File: config.mk
export PLATFORM = sky130hd
export DESIGN_NAME = humidity_temp_frame_decoder_top
export DESIGN_NICKNAME = d
export VERILOG_FILES = /design/src/rtl/core/hfd_pkg.sv /design/src/rtl/core/humidity_temp_frame_decoder_top.sv /design/src/rtl/core/hfd_frame.sv /design/src/rtl/core/hfd_scale.sv
export SDC_FILE = /design/constraint.sdc
export NUM_CORES = 1
export LEC_CHECK = 0
export BUFFER_PORTS_ARGS = -buffer_cell sky130_fd_sc_hd__buf_2
export CAP_MARGIN = 25
export CORE_UTILIZATION = 55
export CTS_CLUSTER_DIAMETER = 30
export CTS_CLUSTER_SIZE = 25
export DETAILED_ROUTE_END_ITERATION = 6
export PLACE_DENSITY = 0.71
export SYNTH_ARGS = -nofsm -noshare
export SYNTH_HDL_FRONTEND = slang
export SYNTH_SLANG_ARGS = --single-unit
File: constraint.sdc
create_clock -name aclk -period 10.73 [get_ports aclk]
set_input_delay 0 -clock aclk [delete_from_list [all_inputs] [get_ports aclk]]
set_output_delay 0 -clock aclk [all_outputs]
set_load 0.005 [all_outputs]
File: src/rtl/core/hfd_pkg.sv
// ----------------------------------------------------------------------------
// hfd_pkg
// Shared types, constants and the CRC-8 byte update for the frame decoder.
// ----------------------------------------------------------------------------
`timescale 1ns / 1ps
`default_nettype none

package hfd_pkg;

    localparam logic [7:0]  CRC_POLY     = 8'h31;   // x^8+x^5+x^4+1, top bit implied
    localparam logic [15:0] STATUS_MASK  = 16'hFFFC;
    localparam logic [14:0] TEMP_SPAN    = 15'd17572;
    localparam logic [15:0] TEMP_OFFSET  = 16'd4685;
    localparam logic [14:0] HUMI_SPAN    = 15'd12500;
    localparam logic [15:0] HUMI_OFFSET  = 16'd600;

    localparam logic KIND_TEMP = 1'b0;
    localparam logic KIND_HUMI = 1'b1;

    // one received byte with its side flags
    typedef struct packed {
        logic       frame_start;
        logic       measure_kind;
        logic [7:0] rx_byte;
    } hfd_item_t;

    // decoded frame before scaling
    typedef struct packed {
        logic [15:0] raw_code;
        logic        crc_ok;
        logic        kind;
    } hfd_frame_res_t;

    function automatic logic [7:0] crc8_byte(input logic [7:0] crc_in,
                                             input logic [7:0] data_in);
        logic [7:0] crc;
        crc = crc_in ^ data_in;
        for (int i = 0; i < 8; i++) begin
            if (crc[7]) begin
                crc = {crc[6:0], 1'b0} ^ CRC_POLY;
            end else begin
                crc = {crc[6:0], 1'b0};
            end
        end
        return crc;
    endfunction

endpackage

`default_nettype wire

File: src/rtl/core/humidity_temp_frame_decoder_top.sv
// ----------------------------------------------------------------------------
// humidity_temp_frame_decoder_top
// Decodes three-byte measurement frames (MSB, LSB, CRC-8) into a checked
// raw code and a scaled temperature or humidity value.
//
// channel   dir  tdata                                    tuser
// s_        in   [7:0] rx_byte                            [0] measure_kind [1] frame_start
// m_        out  [15:0] raw_code [16] crc_ok [31:17] value [0] kind_out
//
// one byte per cycle while no result is stalled: an input register, then CRC
// check and one constant multiply into the result register
// a result leaves after the third byte of a frame, other bytes give none
// synchronous active-low reset clears the byte counter and both valid flags
// a stalled result blocks only bytes that would produce another result
// ----------------------------------------------------------------------------
`timescale 1ns / 1ps
`default_nettype none

module humidity_temp_frame_decoder_top
    import hfd_pkg::*;
(
    input  wire logic        aclk,
    input  wire logic        aresetn,
    input  wire logic        s_tvalid,
    output logic             s_tready,
    input  wire logic [7:0]  s_tdata,   // [7:0] rx_byte
    input  wire logic [1:0]  s_tuser,   // [0] measure_kind, [1] frame_start
    output logic             m_tvalid,
    input  wire logic        m_tready,
    output logic [31:0]      m_tdata,   // [15:0] raw_code, [16] crc_ok, [31:17] scaled_value
    output logic [0:0]       m_tuser    // [0] kind_out
);

    hfd_item_t      in_item_reg;
    logic           in_valid_reg;
    logic           emit;
    logic           a_fire;
    logic           out_free;
    hfd_frame_res_t frame_res;
    logic signed [14:0] scaled_value;

    logic [15:0]        raw_code_reg;
    logic               crc_ok_reg;
    logic signed [14:0] scaled_reg;
    logic               kind_reg;
    logic               out_valid_reg;

    assign out_free = !out_valid_reg || m_tready;
    assign a_fire   = in_valid_reg && (!emit || out_free);
    assign s_tready = !in_valid_reg || a_fire;

    hfd_frame u_frame (
        .aclk      (aclk),
        .aresetn   (aresetn),
        .item      (in_item_reg),
        .item_fire (a_fire),
        .emit      (emit),
        .res       (frame_res)
    );

    hfd_scale u_scale (
        .raw_code     (frame_res.raw_code),
        .kind         (frame_res.kind),
        .scaled_value (scaled_value)
    );

    // input stage
    always_ff @(posedge aclk) begin
        if (!aresetn) begin
            in_valid_reg <= 1'b0;
        end else if (s_tready) begin
            in_valid_reg <= s_tvalid;
        end
    end

    always_ff @(posedge aclk) begin
        if (s_tvalid && s_tready) begin
            in_item_reg.rx_byte      <= s_tdata;
            in_item_reg.measure_kind <= s_tuser[0];
            in_item_reg.frame_start  <= s_tuser[1];
        end
    end

    // result stage
    always_ff @(posedge aclk) begin
        if (!aresetn) begin
            out_valid_reg <= 1'b0;
        end else if (a_fire && emit) begin
            out_valid_reg <= 1'b1;
        end else if (m_tready) begin
            out_valid_reg <= 1'b0;
        end
    end

    always_ff @(posedge aclk) begin
        if (a_fire && emit) begin
            raw_code_reg <= frame_res.raw_code;
            crc_ok_reg   <= frame_res.crc_ok;
            scaled_reg   <= scaled_value;
            kind_reg     <= frame_res.kind;
        end
    end

    assign m_tvalid   = out_valid_reg;
    assign m_tdata    = {scaled_reg, crc_ok_reg, raw_code_reg};
    assign m_tuser[0] = kind_reg;

`ifndef SYNTH
    // a failed checksum always carries a zeroed code
    assert property (@(posedge aclk) disable iff (!aresetn)
        out_valid_reg && !crc_ok_reg |-> raw_code_reg == 16'h0000)
        else $error("nonzero code on failed checksum");

    // a failed checksum scales from code zero
    assert property (@(posedge aclk) disable iff (!aresetn)
        out_valid_reg && !crc_ok_reg |->
            (scaled_reg == -15'sd4685 || scaled_reg == -15'sd600))
        else $error("bad scaled value on failed checksum");

    // a held byte is neither lost nor altered
    assert property (@(posedge aclk) disable iff (!aresetn)
        in_valid_reg && !a_fire |=> in_valid_reg && $stable(in_item_reg))
        else $error("held input byte changed");

    // an emitted result lands in the result register
    assert property (@(posedge aclk) disable iff (!aresetn)
        a_fire && emit |=> out_valid_reg)
        else $error("emitted result missing");
`endif

endmodule

`default_nettype wire

File: src/rtl/core/hfd_frame.sv
// ----------------------------------------------------------------------------
// hfd_frame
// Byte position tracking, data byte capture and running CRC-8 of a frame.
// ----------------------------------------------------------------------------
`timescale 1ns / 1ps
`default_nettype none

module hfd_frame
    import hfd_pkg::*;
(
    input  wire logic           aclk,
    input  wire logic           aresetn,
    input  wire hfd_item_t      item,
    input  wire logic           item_fire,
    output logic                emit,
    output hfd_frame_res_t      res
);

    localparam logic [1:0] IDX_HIGH = 2'd0;
    localparam logic [1:0] IDX_LOW  = 2'd1;
    localparam logic [1:0] IDX_CRC  = 2'd2;

    logic [1:0] byte_index_reg, byte_index_next;
    logic [7:0] high_byte_reg, high_byte_next;
    logic [7:0] low_byte_reg, low_byte_next;
    logic [7:0] crc_reg, crc_next;
    logic       kind_reg, kind_next;
    logic [1:0] idx;
    logic       ok;

    assign idx = item.frame_start ? IDX_HIGH : byte_index_reg;
    assign ok  = (crc_reg == item.rx_byte);

    always_comb begin
        byte_index_next = byte_index_reg;
        high_byte_next  = high_byte_reg;
        low_byte_next   = low_byte_reg;
        crc_next        = crc_reg;
        kind_next       = kind_reg;
        emit            = 1'b0;
        unique case (idx)
            IDX_LOW: begin
                low_byte_next   = item.rx_byte;
                crc_next        = crc8_byte(crc_reg, item.rx_byte);
                byte_index_next = IDX_CRC;
            end
            IDX_CRC: begin
                emit            = 1'b1;
                byte_index_next = IDX_HIGH;
            end
            default: begin
                // first byte; an index of three is treated the same way
                high_byte_next  = item.rx_byte;
                kind_next       = item.measure_kind;
                crc_next        = crc8_byte(8'h00, item.rx_byte);
                byte_index_next = IDX_LOW;
            end
        endcase
    end

    assign res.raw_code = ok ? {high_byte_reg, low_byte_reg} : 16'h0000;
    assign res.crc_ok   = ok;
    assign res.kind     = kind_reg;

    always_ff @(posedge aclk) begin
        if (!aresetn) begin
            byte_index_reg <= IDX_HIGH;
        end else if (item_fire) begin
            byte_index_reg <= byte_index_next;
        end
    end

    always_ff @(posedge aclk) begin
        if (item_fire) begin
            high_byte_reg <= high_byte_next;
            low_byte_reg  <= low_byte_next;
            crc_reg       <= crc_next;
            kind_reg      <= kind_next;
        end
    end

endmodule

`default_nettype wire

File: src/rtl/core/hfd_scale.sv
// ----------------------------------------------------------------------------
// hfd_scale
// Converts a 16-bit code to hundredths of degC or %RH by one constant multiply.
// ----------------------------------------------------------------------------
`timescale 1ns / 1ps
`default_nettype none

module hfd_scale
    import hfd_pkg::*;
(
    input  wire logic [15:0]        raw_code,
    input  wire logic               kind,
    output logic signed [14:0]      scaled_value
);

    logic [15:0] code_masked;
    logic [14:0] span;
    logic [15:0] offset;
    logic [30:0] product;
    logic [15:0] diff;

    assign code_masked = raw_code & STATUS_MASK;
    assign span        = (kind == KIND_HUMI) ? HUMI_SPAN : TEMP_SPAN;
    assign offset      = (kind == KIND_HUMI) ? HUMI_OFFSET : TEMP_OFFSET;
    assign product     = 31'(span) * 31'(code_masked);
    // upper bits of the product are the floor of span*code/65536
    assign diff         = {1'b0, product[30:16]} - offset;
    assign scaled_value = signed'(diff[14:0]);

endmodule

`default_nettype wire
Word level (Yosys, flattened, before mapping)
Index checks and enable logic that the tools add are counted.
{"block": "totals", "register_bits": 72, "latchBits": 0, "ramBits": 0, "rom_bits": 0, "inputBits": 14, "output_inout_bits": 35, "word_cells": 92, "n_memories": 0}
{"block": "classes", "n_addsub": 1, "mul": 1, "div_mod_pow": 0, "n_lt_le_gt_ge": 0, "n_eq_ne": 3, "shifts": 0, "muxes": 39, "bitwise": 19, "reduce_logical": 14}
{"operator": "8-bit 2-to-1 mux", "count": 14}
{"operator": "6-bit 2-to-1 mux", "count": 16}
{"operator": "3-bit NOT", "count": 16}
{"operator": "15-bit by 14-bit multiplier with 29-bit output", "count": 1}
{"operator": "16-bit 2-to-1 mux", "count": 1}
{"operator": "8-bit case mux with 2 select lines", "count": 1}
{"operator": "15-bit 2-to-1 mux", "count": 1}
{"operator": "15-bit by 13-bit subtractor with 15-bit output", "count": 1}
{"operator": "13-bit 2-to-1 mux", "count": 1}
{"operator": "8-bit equality test", "count": 1}
{"operator": "8-bit bitwise XOR", "count": 1}
{"operator": "2-bit AND reduction", "count": 3}
{"operator": "2-bit case mux with 2 select lines", "count": 1}
{"operator": "1-bit logical AND", "count": 3}
{"operator": "1-bit logical NOT", "count": 3}
{"operator": "1-bit logical OR", "count": 3}
{"operator": "1-bit 2-to-1 mux", "count": 3}
{"operator": "2-bit by 1-bit equality test with 1-bit output, second input constant", "count": 1}
{"operator": "2-bit equality test, second input constant", "count": 1}
{"operator": "2-bit 2-to-1 mux", "count": 1}
{"operator": "1-bit NOT", "count": 2}
{"operator": "2-bit nonzero test", "count": 1}
{"operator": "2-bit OR reduction", "count": 1}

Longest topological paths before layout
Gate-level depths: netlist of the first run.
{"block": "depth", "depth_word": 25, "depth_mapped": 35, "mapped_depth_nobuf": 33}

Cells and area by module
Synthesis of the first run repeated with hierarchy kept, for this count alone.
{"block": "unflattened", "cells_unflattened": 706, "hier_area_um2": 7713.6}
{"mod": "hfd_scale", "instances": 1, "cells_per_inst": 525, "area_each_um2": 4707.0, "seq_area_each_um2": 0.0}
{"mod": "hfd_frame", "instances": 1, "cells_per_inst": 125, "area_each_um2": 1590.3, "seq_area_each_um2": 790.8}
{"mod": "humidity_temp_frame_decoder_top", "instances": 1, "cells_per_inst": 56, "area_each_um2": 1416.4, "seq_area_each_um2": 1331.3}

Least setup slack after synthesis of the first run
Ideal clock, no wire load.
{"block": "synth_timing", "path_type": "register to register", "start": "reg in_item_reg[2] in the netlist's numbering", "end": "reg scaled_reg[14] (data pin)", "setup_time_ns": 0.268, "arrival_ns": 7.672, "t_required_ns": 10.462, "path_slack_ns": 2.790, "stages_incl_launch_ff": 33, "n_path_buf": 1, "synth_period_minus_slack_ns": 7.940, "path_cell_list": "edfxtp_1 xor2_1 or4_1 nor2_1 clkbuf_1 nand2_1 nor2_1 ha_1 inv_1 fa_1 inv_1 ha_1 fa_1 fa_1 inv_1 fa_1 inv_1 ha_1 a21oi_1 o21ai_0 a21oi_1 nor3b_2 or2_2 a21oi_1 xnor2_1 ha_1 a21oi_1 nor4b_1 o211ai_1 a311oi_2 o21a_1 nor3_2 xor2_1"}
{"element": "from (decl)", "line": "humidity_temp_frame_decoder_top.sv:34", "text": "hfd_item_t in_item_reg;"}
{"element": "to (signal assigned)", "line": "humidity_temp_frame_decoder_top.sv:99", "text": "scaled_reg <= scaled_value;"}
{"element": "to (decl)", "line": "humidity_temp_frame_decoder_top.sv:44", "text": "logic signed [14:0] scaled_reg;"}

Final worst setup path of the first run
{"block": "layout_timing", "start": "reg in_item_reg[2] in the netlist's numbering", "end": "reg scaled_reg[14] (data pin)"}
{"block": "layout_via", "elab_chain_cells": 4}
{"element": "8-bit equality test", "line": "hfd_frame.sv:32", "text": "assign ok = (crc_reg == item.rx_byte);"}
{"element": "16-bit 2-to-1 mux", "line": "hfd_frame.sv:61", "text": "assign res.raw_code = ok ? {high_byte_reg, low_byte_reg} : 16'h0000;"}
{"element": "15-bit by 14-bit multiplier with 29-bit output", "line": "hfd_scale.sv:25", "text": "assign product = 31'(span) * 31'(code_masked);"}
{"element": "15-bit by 13-bit subtractor with 15-bit output", "line": "hfd_scale.sv:27", "text": "assign diff = {1'b0, product[30:16]} - offset;"}
{"element": "named net scaled_value[14]", "line": "humidity_temp_frame_decoder_top.sv:40", "text": "logic signed [14:0] scaled_value;"}
The timed path passes the listed nets, and every way through them passes these cells.
A chain may end at the register's enable or synchronous reset.

==> flow_summary.yaml, run 1 <==
run_status:
  outcome: "complete, no violations"
timing:
  relSlewSlack: 0.410
  finalSetupTns_ps: 0
  period_needed_ps: 9300
  finalHoldViolations: 0
  fmax_mhz: 108
  setup_viol: 0
  clock_skew_ps: 9.20
  grt_setup_unrepaired: "false"
  final.period_utilization: 0.867
  worstMarginPinSlew_ps: 878
  slew_viol_final: 0
worst_setup_path:
  rr_startpoint: "in_item_reg[2]"
  critPathMaxStageDelay_ps: 600
  path_delay_family: "adder cells"
  setup.worst_path.class: "reg2reg"
  cp.buffers_inverters: 4
  crit_path_start_kind: "register"
  crit_required_ps: 10810
  arrival_ps: 9380
  crit_path_start: "in_item_reg[2]"
  crit_path_top_delay_cell: "nor2_1"
  end_kind: "register"
  crit_fanout: 11
routing:
  via_count: 5138
  highest_layer: "met4"
  routed-wl-met3_um: 496
  drc: 0
  vias_per_cell: 5.36
  ant_nets: 0
  wl_per_cell_um: 16.4
  route.met2.wl_um: 8130
  drtIter0Drc: 273
  wirelength_um: 15700
  first_pass_iters: 5
  wl_met1_um: 6880
power:
  power_frac_seq: 0.442
  p_sw_w: 0.000214
  switching_share: 0.283
  pwr-share-comb: 0.199
  leakagePower_nw: 4.31
  powerDensity_mw_per_mm2: 90.1
  clkPwrFrac: 0.359
  ir_worst_vdd_v: 0.0000971
  internal-power_w: 0.000542
logic_synthesis:
  synthCells: 712
  syn_area_mm2: 0.00756
  yosysSeqAreaShare: 0.281
  ys_seq_elements: 72
  netlist_top_cells_area: "edfxtp_1 27%, ha_1 20%, fa_1 17%, inv_1 5.9%, xnor2_1 4.3%"
  synth_ff_type: "edfxtp_1"
  ys_types: 66
  synth_edf_count: 68
  synth_area_leader_cell: "edfxtp_1"
  async_flop_share: 0
  ys_warn_count: 0
  synth_top_area_frac: 0.270
  synth.avg_cell_area_um2: 10.6
cells_and_area:
  nets: 978
  multi_input_area_mm2: 0.00495
  fin_cells: 959
  final_util: 0.629
  largest_reg_flops: 16
  seqCellArea_mm2: 0.00212
  drive_above_1_share: 0.115
  area_delta_synth_final_pct: 10.9
  antenna_cells: 0
  fillers: 1113
  final_area_mm2: 0.00839
die:
  dieArea_mm2: 0.0142
  core_area_mm2: 0.0133
  start_util: 0.567
  io_pins: 49
  die_h_um: 119
  rows: 42
  die_x_um: 119
grt:
  grt.overflow.total: 0
  grt_pass1_wl_um: 25500
  grt_pass1_vias: 5289
  antenna_found_initial: 0
  grt_usage: 0.233
  grt_max_degree: 35
clocking:
  cts_buffers: 9
  clockBufferDepth: 2
  hold_buffers: 12
  clk_pin_slew_worst_paths_ps: 60
  clock_latency_ps: 340
  htreeDepth: 3
  cts_root_buffer: "clkbuf_16"
  clkSinkCount: 72
  cts_setup_buffers: 0
  cts_tree: "yes"
  cts_resized: 0
place:
  dp_hpwl_um: 13000
  place_congestion: 0.910
  portBuffers: 48
  dp_cells: 931
  postPlaceCellArea_mm2: 0.00800
hold_path:
  min-delay-start: "m_tready"
  hold_path_class: "in2reg"
job:
  drv_cap: 0
synthesized netlist by cell type (all sizes together) (5+ instances only):
cell type,instances
a21o,7
a21oi,22
and2,12
and3,16
clkbuf,14
edfxtp,68
fa,63
ha,122
inv,118
nand2,45
nand3,9
nand4,5
nor2,25
nor3,11
nor4,5
o21a,6
o21ai,20
or2,8
xnor2,37
xor2,32
layer usage:
layer  vias up  GRT usage
li1       2546          -
met1      2482      0.292
met2        93      0.410
met3        17     0.0359
met4         0     0.0767
met5         -          0
power groups by stage:
stage / combinational [W] / sequential [W] / clock (W)
5_1_grt: 0.000167 / 0.000335 / 0.000285
4_1_cts: 0.000150 / 0.000334 / 0.000276
6_report: 0.000150 / 0.000334 / 0.000271
3_5_place_dp: 0.000145 / 0.000340 / 0
3_3_place_gp: 0.000143 / 0.000340 / 0
2_1_floorplan: 0.000115 / 0.000338 / 0
cells by family after synthesis:
group           count (synthesis)  share of synthesized area
flops                          72                      0.281
buf+inv                       137                     0.0698
other cells                     2                   0.000993
simple gates                  151                      0.106
mux                             3                    0.00397
xor+xnor                       69                     0.0799
compound gates                 93                     0.0903
fa+ha+maj                     185                      0.369
cell type report:
class	instances	share of cell area
Clock buffer	9	0.0268
Tap cell	176	0.0262
Sequential cell	72	0.253
Inverter	119	0.0532
Clock inverter	6	0.00447
Multi-Input combinational cell	514	0.591
Timing Repair Buffer	63	0.0456
worst paths after layout:
check                     endpoint  slack [ps]  cells after the start
hold / removal        in_valid_reg          20                      4
setup / recovery    scaled_reg[14]        1430                     31
setup reg to reg    scaled_reg[14]        1430                     31
hold reg to reg   u_frame.kind_reg         420                      0
tightest hold or removal path, cell delays in order:
cell	delay, ps
buf_2	70
nor2b_1	60
nand3_1	100
a21boi_0	80
layout by cell type (no fill, tap or decap), types with 12 or more instances in the layout:
cell	n
nand2_1	45
nor2_1	25
xnor2_1	37
ha_1	122
conb_1	13
inv_1	118
a21oi_1	21
xor2_1	32
and3_1	15
buf_2	48
dlygate4sd3_1	12
o21ai_0	17
edfxtp_1	68
fa_1	63
per-stage QoR:
step / setup WS (ps) / power [W] / hold WS, ps
CTS: 1490 / 0.000760 / 16.3
global route: 808 / 0.000787 / 49.4
floorplan: 2790 / 0.000453 / 98.9
global placement: 1970 / 0.000482 / 180
finish: 1430 / 0.000756 / 22.8
detailed placement: 1530 / 0.000485 / 179
Power figures use the tool's default switching activity.
==> inputs of run 2 (changes only) <==
--- a/config.mk
+++ b/config.mk
@@ -6,8 +6,9 @@
 export NUM_CORES = 1
 export LEC_CHECK = 0
 export BUFFER_PORTS_ARGS = -buffer_cell sky130_fd_sc_hd__buf_2
-export CAP_MARGIN = 25
+export CAP_MARGIN = 15
 export CORE_UTILIZATION = 55
+export CTS_BUF_LIST = sky130_fd_sc_hd__clkbuf_8
 export CTS_CLUSTER_DIAMETER = 30
 export CTS_CLUSTER_SIZE = 25
 export DETAILED_ROUTE_END_ITERATION = 6
==> constraint.sdc (replaced) <==
create_clock -name aclk -period 10.73 [get_ports aclk]
set_input_delay 0.5365 -clock aclk [delete_from_list [all_inputs] [get_ports aclk]]
set_output_delay 0.5365 -clock aclk [all_outputs]
set_load 0.005 [all_outputs]
==> flow_summary.yaml, run 2 (same netlist as run 1, synthesis figures left out) <==
run_status:
  outcome: "complete, no violations"
timing:
  finalSetupTns_ps: 0
  setup_viol: 0
  relSlewSlack: 0.395
  finalHoldViolations: 0
  whs_ps: 360
  final.period_utilization: 0.870
  slew_viol_final: 0
  clock_skew_ps: 12.9
  grt_setup_unrepaired: "false"
  fmax_mhz: 107
  worstMarginPinSlew_ps: 908
  setup_slack_ps: 1400
  period_needed_ps: 9330
worst_setup_path:
  crit_required_ps: 10830
  critPathMaxStageDelay_ps: 600
  setup.worst_path.class: "reg2reg"
  crit_path_top_delay_cell: "nor2_1"
  crit_path_start_kind: "register"
  end_kind: "register"
  crit_fanout: 11
  arrival_ps: 9440
cells_and_area:
  nets: 966
  fillers: 1153
  largest_reg_flops: 16
  mostFrequentLayoutCell: "ha_1"
  area_delta_synth_final_pct: 8.01
  drive_above_1_share: 0.117
  fin_cells: 947
  final_util: 0.612
  final_cell_mix: "122 x ha_1, 118 x inv_1, 68 x edfxtp_1"
  antenna_cells: 0
clocking:
  clock_latency_ps: 360
  cts_resized: 0
  cts_buffers: 9
  htreeDepth: 3
  cts_tree: "yes"
  hold_buffers: 0
  clkSinkCount: 72
  clockBufferDepth: 2
  cts_setup_buffers: 0
  cts_root_buffer: "clkbuf_8"
  clk_pin_slew_worst_paths_ps: 80
power:
  ir_worst_vdd_v: 0.000117
  powerDensity_mw_per_mm2: 81.6
  leakagePower_nw: 4.22
routing:
  drc: 0
  first_pass_iters: 4
  via_count: 5091
  wl_per_cell_um: 16.5
  drtIter0Drc: 295
  wirelength_um: 15600
  vias_per_cell: 5.38
  ant_nets: 0
job:
  drv_cap: 0
die:
  die_h_um: 119
  die_x_um: 119
  dieArea_mm2: 0.0142
  io_pins: 49
  core_area_mm2: 0.0133
  rows: 42
  start_util: 0.567
place:
  pre_cts_slack_ps: 1530
  dp_cells: 931
  dp_hpwl_um: 13000
  portBuffers: 48
  place_congestion: 0.910
grt:
  grt_pass1_wl_um: 25500
  grt_pass1_vias: 5257
  grt.overflow.total: 0
  grt_usage: 0.233
  grt_max_degree: 35
  antenna_found_initial: 0
hold_path:
  hold_path_class: "in2reg"
run 2: per-stage QoR:
step	total power [W]	cell area, um2
finish	0.000666	8170
CTS	0.000673	8160
global route	0.000700	8170
detailed placement	0.000485	8000
floorplan	0.000453	7600
global placement	0.000482	8000
run 2: power breakdown:
part           switching, W  internal, W  total, W
combinational     0.0000849    0.0000619  0.000147
clock              0.000105    0.0000812  0.000186
sequential        0.0000109     0.000323  0.000334
run 2: per-layer routing:
layer | track usage | wire (um) | vias to the layer above
met3 | 0.0302 | 429 | 23
met2 | 0.409 | 7970 | 86
met5 | 0 | 0 | -
li1 | - | - | 2520
met4 | 0.0807 | 296 | 0
met1 | 0.295 | 6930 | 2462
run 2: critical path, delay by kind of cell (launching register included):
kind,cells,cell delay (ps)
AOI/OAI and AO/OA,8,1810
xor gates and xnor gates,3,480
adders and majority gates,8,3240
buffers and inverters,4,240
DFF,1,490
and+or+nand+nor,8,2820
run 2: cell type report:
cell class                 instances  area [um2]  area share
tap                              176         220      0.0270
timing repair buffer              51         263      0.0322
sequential                        72        2120       0.260
clock inverter                     6        37.5     0.00460
clock buffer                       9         124      0.0152
multi-input combinational        514        4950       0.607
inverter                         119         447      0.0547
run 2: path summary, 6_finish.rpt:
| check | start | endpoint | slack, ps | cells after the start |
|---|---|---|---|---|
| worst min-delay path | s_tuser[0] | in_item_reg[8] | 360 | 1 |
| worst max register to register | in_item_reg[3] | scaled_reg[14] | 1400 | 31 |
| worst max-delay path | in_item_reg[3] | scaled_reg[14] | 1400 | 31 |
| worst min register to register | in_item_reg[8] | u_frame.kind_reg | 420 | 0 |
